--- src/rtl/htfd_pkg.sv ---
// shared types, constants and the crc-8 step for the humidity/temperature frame decoder
// no dependencies; imported by htfd_frame, htfd_conv and the top level
package htfd_pkg;

   localparam logic [7:0]  CRC_INIT    = 8'hFF;
   localparam logic [7:0]  CRC_POLY    = 8'h31;
   localparam logic [14:0] T_SCALE     = 15'd17500;
   localparam logic [14:0] H_SCALE     = 15'd10000;
   localparam logic [16:0] DIV_BASE    = 17'd65535;
   localparam logic [15:0] DIV5_RECIP  = 16'd52429;
   localparam logic [14:0] C_OFFSET    = 15'd4500;
   localparam logic [16:0] F_OFFSET    = 17'd4900;

   typedef enum logic [2:0] {
      POS_T_HI  = 3'd0,
      POS_T_LO  = 3'd1,
      POS_T_CRC = 3'd2,
      POS_H_HI  = 3'd3,
      POS_H_LO  = 3'd4,
      POS_H_CRC = 3'd5
   } pos_type;

   typedef struct packed {
      logic [15:0] raw_t;
      logic [15:0] raw_h;
      logic        crc_bad;
   } frame_type;

   function automatic logic [7:0] crc8_next(input logic [7:0] crc, input logic [7:0] data);
      logic [7:0] c;
      c = crc ^ data;
      for (int i = 0; i < 8; i++) begin
         c = c[7] ? ({c[6:0], 1'b0} ^ CRC_POLY) : {c[6:0], 1'b0};
      end
      return c;
   endfunction

endpackage

--- src/rtl/htfd_frame.sv ---
// frame assembler: byte position, running crc-8 and raw word capture
// depends on htfd_pkg; flags the sixth byte and hands over the finished frame
module htfd_frame (
   input  logic                clock,
   input  logic                reset,
   input  logic                accept,
   input  logic [7:0]          data_byte,
   input  logic                frame_start,
   output logic                frame_done,
   output htfd_pkg::frame_type frame
);
   import htfd_pkg::*;

   pos_type     pos_ff, pos_in, pos_eff;
   logic [7:0]  crc_ff, crc_in, crc_eff;
   logic [15:0] raw_t_ff, raw_t_in;
   logic [7:0]  raw_hh_ff, raw_hh_in;
   logic [7:0]  raw_hl_ff, raw_hl_in;
   logic        t_bad_ff, t_bad_in;

   always_comb begin
      pos_eff = pos_ff;
      crc_eff = crc_ff;
      if (frame_start || (pos_ff > POS_H_CRC)) begin
         pos_eff = POS_T_HI;
         crc_eff = CRC_INIT;
      end
      pos_in     = pos_ff;
      crc_in     = crc_ff;
      raw_t_in   = raw_t_ff;
      raw_hh_in  = raw_hh_ff;
      raw_hl_in  = raw_hl_ff;
      t_bad_in   = t_bad_ff;
      frame_done = 1'b0;
      if (accept) begin
         case (pos_eff)
            POS_T_HI: begin
               raw_t_in[15:8] = data_byte;
               crc_in = crc8_next(crc_eff, data_byte);
               pos_in = POS_T_LO;
            end
            POS_T_LO: begin
               raw_t_in[7:0] = data_byte;
               crc_in = crc8_next(crc_eff, data_byte);
               pos_in = POS_T_CRC;
            end
            POS_T_CRC: begin
               t_bad_in = (crc_eff != data_byte);
               crc_in = CRC_INIT;
               pos_in = POS_H_HI;
            end
            POS_H_HI: begin
               raw_hh_in = data_byte;
               crc_in = crc8_next(crc_eff, data_byte);
               pos_in = POS_H_LO;
            end
            POS_H_LO: begin
               raw_hl_in = data_byte;
               crc_in = crc8_next(crc_eff, data_byte);
               pos_in = POS_H_CRC;
            end
            default: begin
               frame_done = 1'b1;
               crc_in = CRC_INIT;
               pos_in = POS_T_HI;
            end
         endcase
      end
      frame.raw_t   = raw_t_ff;
      frame.raw_h   = {raw_hh_ff, raw_hl_ff};
      frame.crc_bad = t_bad_ff || (crc_eff != data_byte);
   end

   always_ff @(posedge clock) begin
      if (reset) begin
         pos_ff <= POS_T_HI;
         crc_ff <= CRC_INIT;
      end else begin
         pos_ff <= pos_in;
         crc_ff <= crc_in;
      end
   end

   always_ff @(posedge clock) begin
      raw_t_ff  <= raw_t_in;
      raw_hh_ff <= raw_hh_in;
      raw_hl_ff <= raw_hl_in;
      t_bad_ff  <= t_bad_in;
   end

endmodule

--- src/rtl/htfd_conv.sv ---
// conversion datapath: raw words to centi-degrees and centi-percent in two register steps
// depends on htfd_pkg; load enables come from the flow control in the top level
module htfd_conv (
   input  logic                clock,
   input  logic                s1_load,
   input  htfd_pkg::frame_type frame,
   input  logic                s2_load,
   input  logic                out_load,
   output logic signed [14:0]  temperature_centi_c,
   output logic signed [15:0]  temperature_centi_f,
   output logic [13:0]         humidity_centi_pct,
   output logic                crc_error
);
   import htfd_pkg::*;

   frame_type s1_ff;
   logic [14:0] qt_ff, qt_in;
   logic [13:0] qh_ff, qh_in;
   logic        err_ff;
   logic [30:0] prod_t, prod_h, prod_5;
   logic [14:0] q0_t, q0_h, q_h, rem_full;
   logic [16:0] r_t, r_h;
   logic [11:0] qd;
   logic [2:0]  rem;
   logic [3:0]  frac;
   logic [15:0] nine_qd;
   logic signed [16:0] tf_full;
   logic signed [15:0] tc_full;
   logic signed [14:0] tc_ff;
   logic signed [15:0] tf_ff;
   logic [13:0] h_ff;
   logic        crc_error_ff;

   // divide by 65535: quotient from the high half, remainder fix with one compare
   always_comb begin
      prod_t = {15'd0, s1_ff.raw_t} * {16'd0, T_SCALE};
      prod_h = {15'd0, s1_ff.raw_h} * {16'd0, H_SCALE};
      q0_t   = prod_t[30:16];
      q0_h   = prod_h[30:16];
      r_t    = {1'b0, prod_t[15:0]} + {2'b00, q0_t};
      r_h    = {1'b0, prod_h[15:0]} + {2'b00, q0_h};
      qt_in  = q0_t + {14'd0, (r_t >= DIV_BASE)};
      q_h    = q0_h + {14'd0, (r_h >= DIV_BASE)};
      qh_in  = q_h[13:0];
   end

   // fahrenheit: 9*q/5 split as 9*(q/5) plus a small table on q mod 5
   always_comb begin
      prod_5   = {16'd0, qt_ff} * {15'd0, DIV5_RECIP};
      qd       = prod_5[29:18];
      rem_full = qt_ff - ({1'b0, qd, 2'b00} + {3'b000, qd});
      rem      = rem_full[2:0];
      if (qt_ff >= C_OFFSET) begin
         case (rem)
            3'd0:    frac = 4'd0;
            3'd1:    frac = 4'd1;
            3'd2:    frac = 4'd3;
            3'd3:    frac = 4'd5;
            3'd4:    frac = 4'd7;
            default: frac = 4'd0;
         endcase
      end else begin
         case (rem)
            3'd0:    frac = 4'd0;
            3'd1:    frac = 4'd2;
            3'd2:    frac = 4'd4;
            3'd3:    frac = 4'd6;
            3'd4:    frac = 4'd8;
            default: frac = 4'd0;
         endcase
      end
      nine_qd = {1'b0, qd, 3'b000} + {4'd0, qd};
      tf_full = $signed({1'b0, nine_qd + {12'd0, frac}}) - $signed(F_OFFSET);
      tc_full = $signed({1'b0, qt_ff}) - $signed({1'b0, C_OFFSET});
   end

   always_ff @(posedge clock) begin
      if (s1_load) begin
         s1_ff <= frame;
      end
      if (s2_load) begin
         qt_ff  <= qt_in;
         qh_ff  <= qh_in;
         err_ff <= s1_ff.crc_bad;
      end
      if (out_load) begin
         crc_error_ff <= err_ff;
         if (err_ff) begin
            tc_ff <= '0;
            tf_ff <= '0;
            h_ff  <= '0;
         end else begin
            tc_ff <= tc_full[14:0];
            tf_ff <= tf_full[15:0];
            h_ff  <= qh_ff;
         end
      end
   end

   assign temperature_centi_c = tc_ff;
   assign temperature_centi_f = tf_ff;
   assign humidity_centi_pct  = h_ff;
   assign crc_error           = crc_error_ff;

endmodule

--- src/rtl/humidity_temperature_frame_decoder_unit.sv ---
// top level of the humidity/temperature frame decoder: handshakes and stage flow control
// depends on htfd_pkg, htfd_frame and htfd_conv
//
//   port group  direction  contents
//   req_        in         data_byte, frame_start; one frame byte per request
//   rsp_        out        centi-c, centi-f, centi-pct, crc_error; one per six-byte frame
//
// one request per cycle unless req_stall; after its sixth byte, a frame's result passes
// through frame capture, divide-by-65535 step, fahrenheit step and output register
// synchronous reset returns the frame position to the first byte and empties the stages
// rsp_stall holds the output; requests keep flowing until all result stages are full
module humidity_temperature_frame_decoder_unit (
   input  logic               clock,
   input  logic               reset,
   input  logic               req_valid,
   output logic               req_stall,
   input  logic [7:0]         req_data_byte,
   input  logic               req_frame_start,
   output logic               rsp_valid,
   input  logic               rsp_stall,
   output logic signed [14:0] rsp_temperature_centi_c,
   output logic signed [15:0] rsp_temperature_centi_f,
   output logic [13:0]        rsp_humidity_centi_pct,
   output logic               rsp_crc_error
);
   import htfd_pkg::*;

   logic      s1_valid_ff, s1_valid_in;
   logic      s2_valid_ff, s2_valid_in;
   logic      rsp_valid_ff, rsp_valid_in;
   logic      rsp_ready, s2_ready, s1_ready;
   logic      accept, frame_done, s2_load, rsp_load;
   frame_type frame;

   always_comb begin
      rsp_ready    = !rsp_valid_ff || !rsp_stall;
      s2_ready     = !s2_valid_ff || rsp_ready;
      s1_ready     = !s1_valid_ff || s2_ready;
      req_stall    = !s1_ready;
      accept       = req_valid && s1_ready;
      s2_load      = s1_valid_ff && s2_ready;
      rsp_load     = s2_valid_ff && rsp_ready;
      s1_valid_in  = frame_done || (s1_valid_ff && !s2_ready);
      s2_valid_in  = s2_load || (s2_valid_ff && !rsp_ready);
      rsp_valid_in = rsp_load || (rsp_valid_ff && rsp_stall);
   end

   always_ff @(posedge clock) begin
      if (reset) begin
         s1_valid_ff  <= 1'b0;
         s2_valid_ff  <= 1'b0;
         rsp_valid_ff <= 1'b0;
      end else begin
         s1_valid_ff  <= s1_valid_in;
         s2_valid_ff  <= s2_valid_in;
         rsp_valid_ff <= rsp_valid_in;
      end
   end

   htfd_frame u_frame (
      .clock       (clock),
      .reset       (reset),
      .accept      (accept),
      .data_byte   (req_data_byte),
      .frame_start (req_frame_start),
      .frame_done  (frame_done),
      .frame       (frame)
   );

   htfd_conv u_conv (
      .clock               (clock),
      .s1_load             (frame_done),
      .frame               (frame),
      .s2_load             (s2_load),
      .out_load            (rsp_load),
      .temperature_centi_c (rsp_temperature_centi_c),
      .temperature_centi_f (rsp_temperature_centi_f),
      .humidity_centi_pct  (rsp_humidity_centi_pct),
      .crc_error           (rsp_crc_error)
   );

   assign rsp_valid = rsp_valid_ff;

endmodule

--- config.mk ---
export PLATFORM = sky130hd
export DESIGN_NAME = humidity_temperature_frame_decoder_unit
export DESIGN_NICKNAME = d
export VERILOG_FILES = /design/src/rtl/htfd_pkg.sv /design/src/rtl/htfd_frame.sv /design/src/rtl/htfd_conv.sv /design/src/rtl/humidity_temperature_frame_decoder_unit.sv
export SDC_FILE = /design/constraint.sdc
export NUM_CORES = 1
export LEC_CHECK = 0
export BUFFER_PORTS_ARGS = -buffer_cell sky130_fd_sc_hd__buf_4
export CORE_MARGIN = 3
export CORE_UTILIZATION = 45
export CTS_CLUSTER_SIZE = 40
export DETAILED_ROUTE_END_ITERATION = 12
export PLACE_DENSITY = 0.7
export SKIP_LAST_GASP = 1
export SLEW_MARGIN = 10
export SYNTH_ARGS = -nofsm -noshare
export SYNTH_HDL_FRONTEND = slang
export SYNTH_SLANG_ARGS = --single-unit
--- constraint.sdc ---
create_clock -name clock -period 10.7 [get_ports clock]
set_input_delay 0.535 -clock clock [delete_from_list [all_inputs] [get_ports clock]]
set_output_delay 0.535 -clock clock [all_outputs]
set_load 0.02 [all_outputs]
==> flow_summary.html <==
<table>
<tr><th>Metric</th><th>Value</th></tr>
<tr><th colspan="2">Clock network</th></tr>
<tr><td>Worst-skew pair later-pin latency</td><td>0.43 ns</td></tr>
<tr><td># clock sinks</td><td>~160</td></tr>
<tr><td>CTS clock-pin slew for the worst setup and hold paths</td><td>approximately 0.070 ns</td></tr>
<tr><td>Number of buffers inserted during clock tree synthesis</td><td>17</td></tr>
<tr><td>Worst-case clock buffer depth</td><td>2</td></tr>
<tr><td>Clock root buffer</td><td>sky130_fd_sc_hd__clkbuf_16</td></tr>
<tr><td>Depth of the CTS H-tree</td><td>4</td></tr>
<tr><td>Post-cts hold buffer count</td><td>0</td></tr>
<tr><td>TritonCTS clock tree</td><td>yes</td></tr>
<tr><th colspan="2">Die</th></tr>
<tr><td>Area inside the core boundary</td><td>roughly 39000 um^2</td></tr>
<tr><td>Overall die area</td><td>roughly 42000 um^2</td></tr>
<tr><td>Std-Cell Rows</td><td>between 70 and 80</td></tr>
<tr><td>Initial core utilization</td><td>a little under half</td></tr>
<tr><td>Floorplan die height</td><td>roughly 200 um</td></tr>
<tr><td>Die boundary width</td><td>204.8 um</td></tr>
<tr><td>Total I/O pin count</td><td>between 60 and 70</td></tr>
<tr><th colspan="2">Route</th></tr>
<tr><td>Routed length on met3</td><td>roughly 1300 um</td></tr>
<tr><td>Wire length reported by the detailed router</td><td>around 36000 um</td></tr>
<tr><td>Uppermost layer routed</td><td>met4</td></tr>
<tr><td>Average wire per cell in the routed design</td><td>15.32 um</td></tr>
<tr><td>Number of DRC markers in iteration 0</td><td>546</td></tr>
<tr><td>Routed via count divided by cell count</td><td>between 5 and 6</td></tr>
<tr><td>DRT antenna net count</td><td>0</td></tr>
<tr><td>WL met2</td><td>17720 um</td></tr>
<tr><td>DRC violation count after routing</td><td>0</td></tr>
<tr><td>Number of detailed-route iterations in the first pass</td><td>5</td></tr>
<tr><td>Total routed wire length on the met1 layer</td><td>approximately 16000 um</td></tr>
<tr><td>Vias after detailed routing</td><td>approximately 12000</td></tr>
<tr><th colspan="2">Global routing</th></tr>
<tr><td>Wire length of the first global-routing pass</td><td>~61000 um</td></tr>
<tr><td>Number of antenna violations at the first check in global routing</td><td>0</td></tr>
<tr><td>Via count of the first global-routing pass</td><td>roughly 12000</td></tr>
<tr><td>Total overflow reported by the global router</td><td>0</td></tr>
<tr><td>Largest net degree at the start of global routing</td><td>47</td></tr>
<tr><td>GR Util All Layers</td><td>between 10% and 20%</td></tr>
<tr><th colspan="2">STA</th></tr>
<tr><td>Hold Fails Final Rpt</td><td>0</td></tr>
<tr><td>Total negative slack</td><td>0 ns</td></tr>
<tr><td>Final count of negative-setup-slack endpoints</td><td>0</td></tr>
<tr><td>Setup slack of the critical path after layout</td><td>0.6409 ns</td></tr>
<tr><td>Slew Viols, Final</td><td>0</td></tr>
<tr><td>Final period utilization</td><td>94.01%</td></tr>
<tr><td>Setup skew after layout</td><td>between 0.01 and 0.015 ns</td></tr>
<tr><td>Max Clk Rate</td><td>just under 100 MHz</td></tr>
<tr><td>Minimum clock period</td><td>between 10 and 15 ns</td></tr>
<tr><td>Tightest slew margin relative to the limit</td><td>53.03%</td></tr>
<tr><td>Slew at the pin closest to its max-slew limit</td><td>between 0.6 and 0.7 ns</td></tr>
<tr><th colspan="2">Setup path</th></tr>
<tr><td>Type of the worst setup path</td><td>flip-flop to flip-flop</td></tr>
<tr><td>Critical path startpoint</td><td>u_conv.qt_ff[9]</td></tr>
<tr><td>Type of destination of the critical path</td><td>flip-flop</td></tr>
<tr><td>Top fanout value on the critical path</td><td>6</td></tr>
<tr><td>Cell depth of the worst flop-to-flop path</td><td>41</td></tr>
<tr><td>Stage delay of the slowest cell on the critical path</td><td>between 0.5 and 0.6 ns</td></tr>
<tr><td>Endpoint required time on the critical path</td><td>10.85 ns</td></tr>
<tr><td>Worst R2R Setup Slack</td><td>0.64 ns</td></tr>
<tr><td>Worst EP arrival</td><td>a little over 10 ns</td></tr>
<tr><td>Startpoint type of the worst setup path</td><td>flip-flop</td></tr>
<tr><td>Slowest stage cell, crit path</td><td>sky130_fd_sc_hd__fa_1</td></tr>
<tr><td>Worst r2r src</td><td>u_conv.qt_ff[9]</td></tr>
<tr><td>Endpoint of the worst register-to-register path</td><td>u_conv.temperature_centi_f[15]</td></tr>
<tr><td>Critical Path End</td><td>u_conv.temperature_centi_f[15]</td></tr>
<tr><th colspan="2">Logic synthesis</th></tr>
<tr><td>Post-synth design cell area</td><td>17780 um^2</td></tr>
<tr><td>Share of synthesized registers carrying an async set or reset</td><td>0%</td></tr>
<tr><td>Cells after Synth</td><td>roughly 1700</td></tr>
<tr><td>Share of the yosys chip area belonging to registers</td><td>roughly 26%</td></tr>
<tr><td>Most used standard cell by instance count after synthesis</td><td>sky130_fd_sc_hd__inv_1</td></tr>
<tr><td>Synth Flop Type</td><td>sky130_fd_sc_hd__edfxtp_1</td></tr>
<tr><td>#FFs+latches synth</td><td>between 150 and 200</td></tr>
<tr><td>Ranking of synthesized cells by area</td><td>sky130_fd_sc_hd__ha_1 25%, sky130_fd_sc_hd__edfxtp_1 24%, sky130_fd_sc_hd__fa_1 16%</td></tr>
<tr><td>Cell type contributing the most total cell area after synthesis</td><td>sky130_fd_sc_hd__ha_1</td></tr>
<tr><td>Post-synth top cells</td><td>386 x sky130_fd_sc_hd__inv_1, 357 x sky130_fd_sc_hd__ha_1, 142 x sky130_fd_sc_hd__edfxtp_1</td></tr>
<tr><td>Mean post-synth cell area</td><td>between 10 and 15 um^2</td></tr>
<tr><td>Yosys warning count</td><td>0</td></tr>
<tr><td>Post-synth EDFFs</td><td>~140</td></tr>
<tr><td>Unique masters post-synth</td><td>72</td></tr>
<tr><td>Nets in the synthesized netlist</td><td>2250</td></tr>
<tr><td>Area share of the leading cell type in the synthesized netlist</td><td>25.13%</td></tr>
<tr><th colspan="2">Power and ir drop</th></tr>
<tr><td>Leakage power</td><td>between 0.009 and 0.01 uW</td></tr>
<tr><td>Pwr/cell area</td><td>68.82 nW/um^2</td></tr>
<tr><td>Worst voltage drop across the vdd grid</td><td>between 100 and 150 uV</td></tr>
<tr><th colspan="2">Placed design</th></tr>
<tr><td>Routability cong.</td><td>approximately 0.88</td></tr>
<tr><td>Number of buffers inserted by port buffering</td><td>60</td></tr>
<tr><td>Dpl ws</td><td>approximately 0.43 ns</td></tr>
<tr><td>HPWL Detailed</td><td>between 30000 and 40000 um</td></tr>
<tr><th colspan="2">Run</th></tr>
<tr><td>Number of violations of the max-capacitance limit</td><td>0</td></tr>
<tr><th colspan="2">Final layout</th></tr>
<tr><td>Fraction of final layout cells sized beyond drive strength 1</td><td>6.995%</td></tr>
<tr><td>Total number of nets in the final design</td><td>2328</td></tr>
<tr><td>Relative area change from synthesis to final layout</td><td>9.853%</td></tr>
<tr><th colspan="2">Min path</th></tr>
<tr><td>Path category of the worst min-delay check</td><td>input port to flip-flop</td></tr>
<tr><td>Cell depth of the worst hold path</td><td>1</td></tr>
<tr><th colspan="2">Run status</th></tr>
<tr><td>Outcome</td><td>finished, final reports clean</td></tr>
</table>
cell usage in the layout, fill, tap and decap left out, drive strengths merged, types with 7 or more instances in the layout:
cell type    n
nand4       15
edfxtp     142
xnor2       84
a31oi       11
a21o        31
o22ai        9
a21oi       63
a21boi       7
nor2b       29
buf         73
fa         141
nand2       48
ha         357
xor2        55
nand2b      19
and3         9
and2         9
o21bai       8
nor2        93
clkbuf      20
or3          7
dfxtp       14
nor4         9
a211oi       9
o21ai       49
nand3       19
nor3        23
o21a        12
inv        389
o211ai      11
state kept, by name, summed over array words and instances (netlist names):
signal / cells
u_frame.crc_ff: 8
u_frame.raw_hl_ff: 8
u_conv.s1_ff: 33
s1_valid_ff: 1
s2_valid_ff: 1
u_frame.raw_t_ff: 16
u_conv.qh_ff: 14
u_conv.crc_error: 1
u_frame.t_bad_ff: 1
u_conv.qt_ff: 15
u_conv.err_ff: 1
u_frame.raw_hh_ff: 8
u_conv.temperature_centi_f: 16
rsp_valid: 1
u_conv.temperature_centi_c: 15
u_conv.humidity_centi_pct: 14
u_frame.pos_ff: 3
stage by stage:
| stage | instance area (um^2) | instances | util (%) | hold slack, ns | total power [uW] |
|---|---|---|---|---|---|
| 5_1_grt | 19530 | 2348 | 50.29 | 0.3270 | 1395 |
| 3_3_place_gp | 18890 | 2310 | 48.65 | 0.4005 | 777.1 |
| 3_5_place_dp | 18890 | 2310 | 48.65 | 0.4045 | 779.6 |
| 6_report | 19530 | 2349 | 50.30 | 0.3516 | 1344 |
| 4_1_cts | 19450 | 2342 | 50.10 | 0.3297 | 1358 |
| 2_1_floorplan | 17780 | 1739 | - | 0.4003 | 756.8 |
what timing repair did:
action                     4_1_cts  5_1_grt
resized for setup                0        5
setup endpoints to repair        0        7
buffers inserted                 0        6
layer usage:
metal  GRT usage, %  vias to the layer above
met5              0                        -
met2          31.49                      192
li1               -                     5995
met3          2.908                       35
met1          23.51                     5741
met4          4.375                        0
area by class of cell:
class	instances	area [um^2]
clock inverter	12	115.1
tap	518	648.1
antenna	1	2.502
multi-input combinational	1183	11780
sequential	156	4544
timing repair buffer	73	548.0
inverter	386	1449
clock buffer	20	446.7
fill	3476	19300
worst max-delay path, delay by kind of cell (launching register included):
family | cells | cell delay, ns
DFF | 1 | 0.47
and+or+nand+nor | 7 | 0.95
AOI/OAI and AO/OA | 10 | 1.95
xor gates and xnor gates | 4 | 0.98
buffers and inverters | 7 | 0.53
adders and majority gates | 13 | 4.91
worst min path at each step:
stage,start,endpoint,slack (ns)
after global placement,u_frame.raw_t_ff[7],u_conv.s1_ff[24],0.40
after CTS,req_data_byte[0],u_frame.raw_hl_ff[0],0.33
after detailed placement,u_frame.raw_hh_ff[6],u_conv.s1_ff[15],0.40
after global routing,req_data_byte[0],u_frame.raw_hl_ff[0],0.33
final,req_data_byte[0],u_frame.raw_hl_ff[0],0.35
after floorplan,u_conv.s1_ff[0],u_conv.err_ff,0.40
power by group:
part / internal, uW / total (uW) / switching, uW
combinational: 41.1 / 91.2 / 50.1
sequential: 669 / 676 / 6.93
clock: 328 / 577 / 249
cell families (layout without fill, tap and decap cells):
family | Yosys count | count (layout) | synth area share [%]
xor gates and xnor gates | 139 | 139 | 6.848
other | 0 | 1 | 0
DFF | 156 | 156 | 25.56
and+or+nand+nor | 303 | 303 | 9.009
muxes | 1 | 1 | 0.05631
buffers and inverters | 400 | 491 | 8.453
adders and majority gates | 498 | 498 | 41.01
AOI/OAI and AO/OA | 242 | 242 | 9.065
Power figures use the tool's default switching activity.
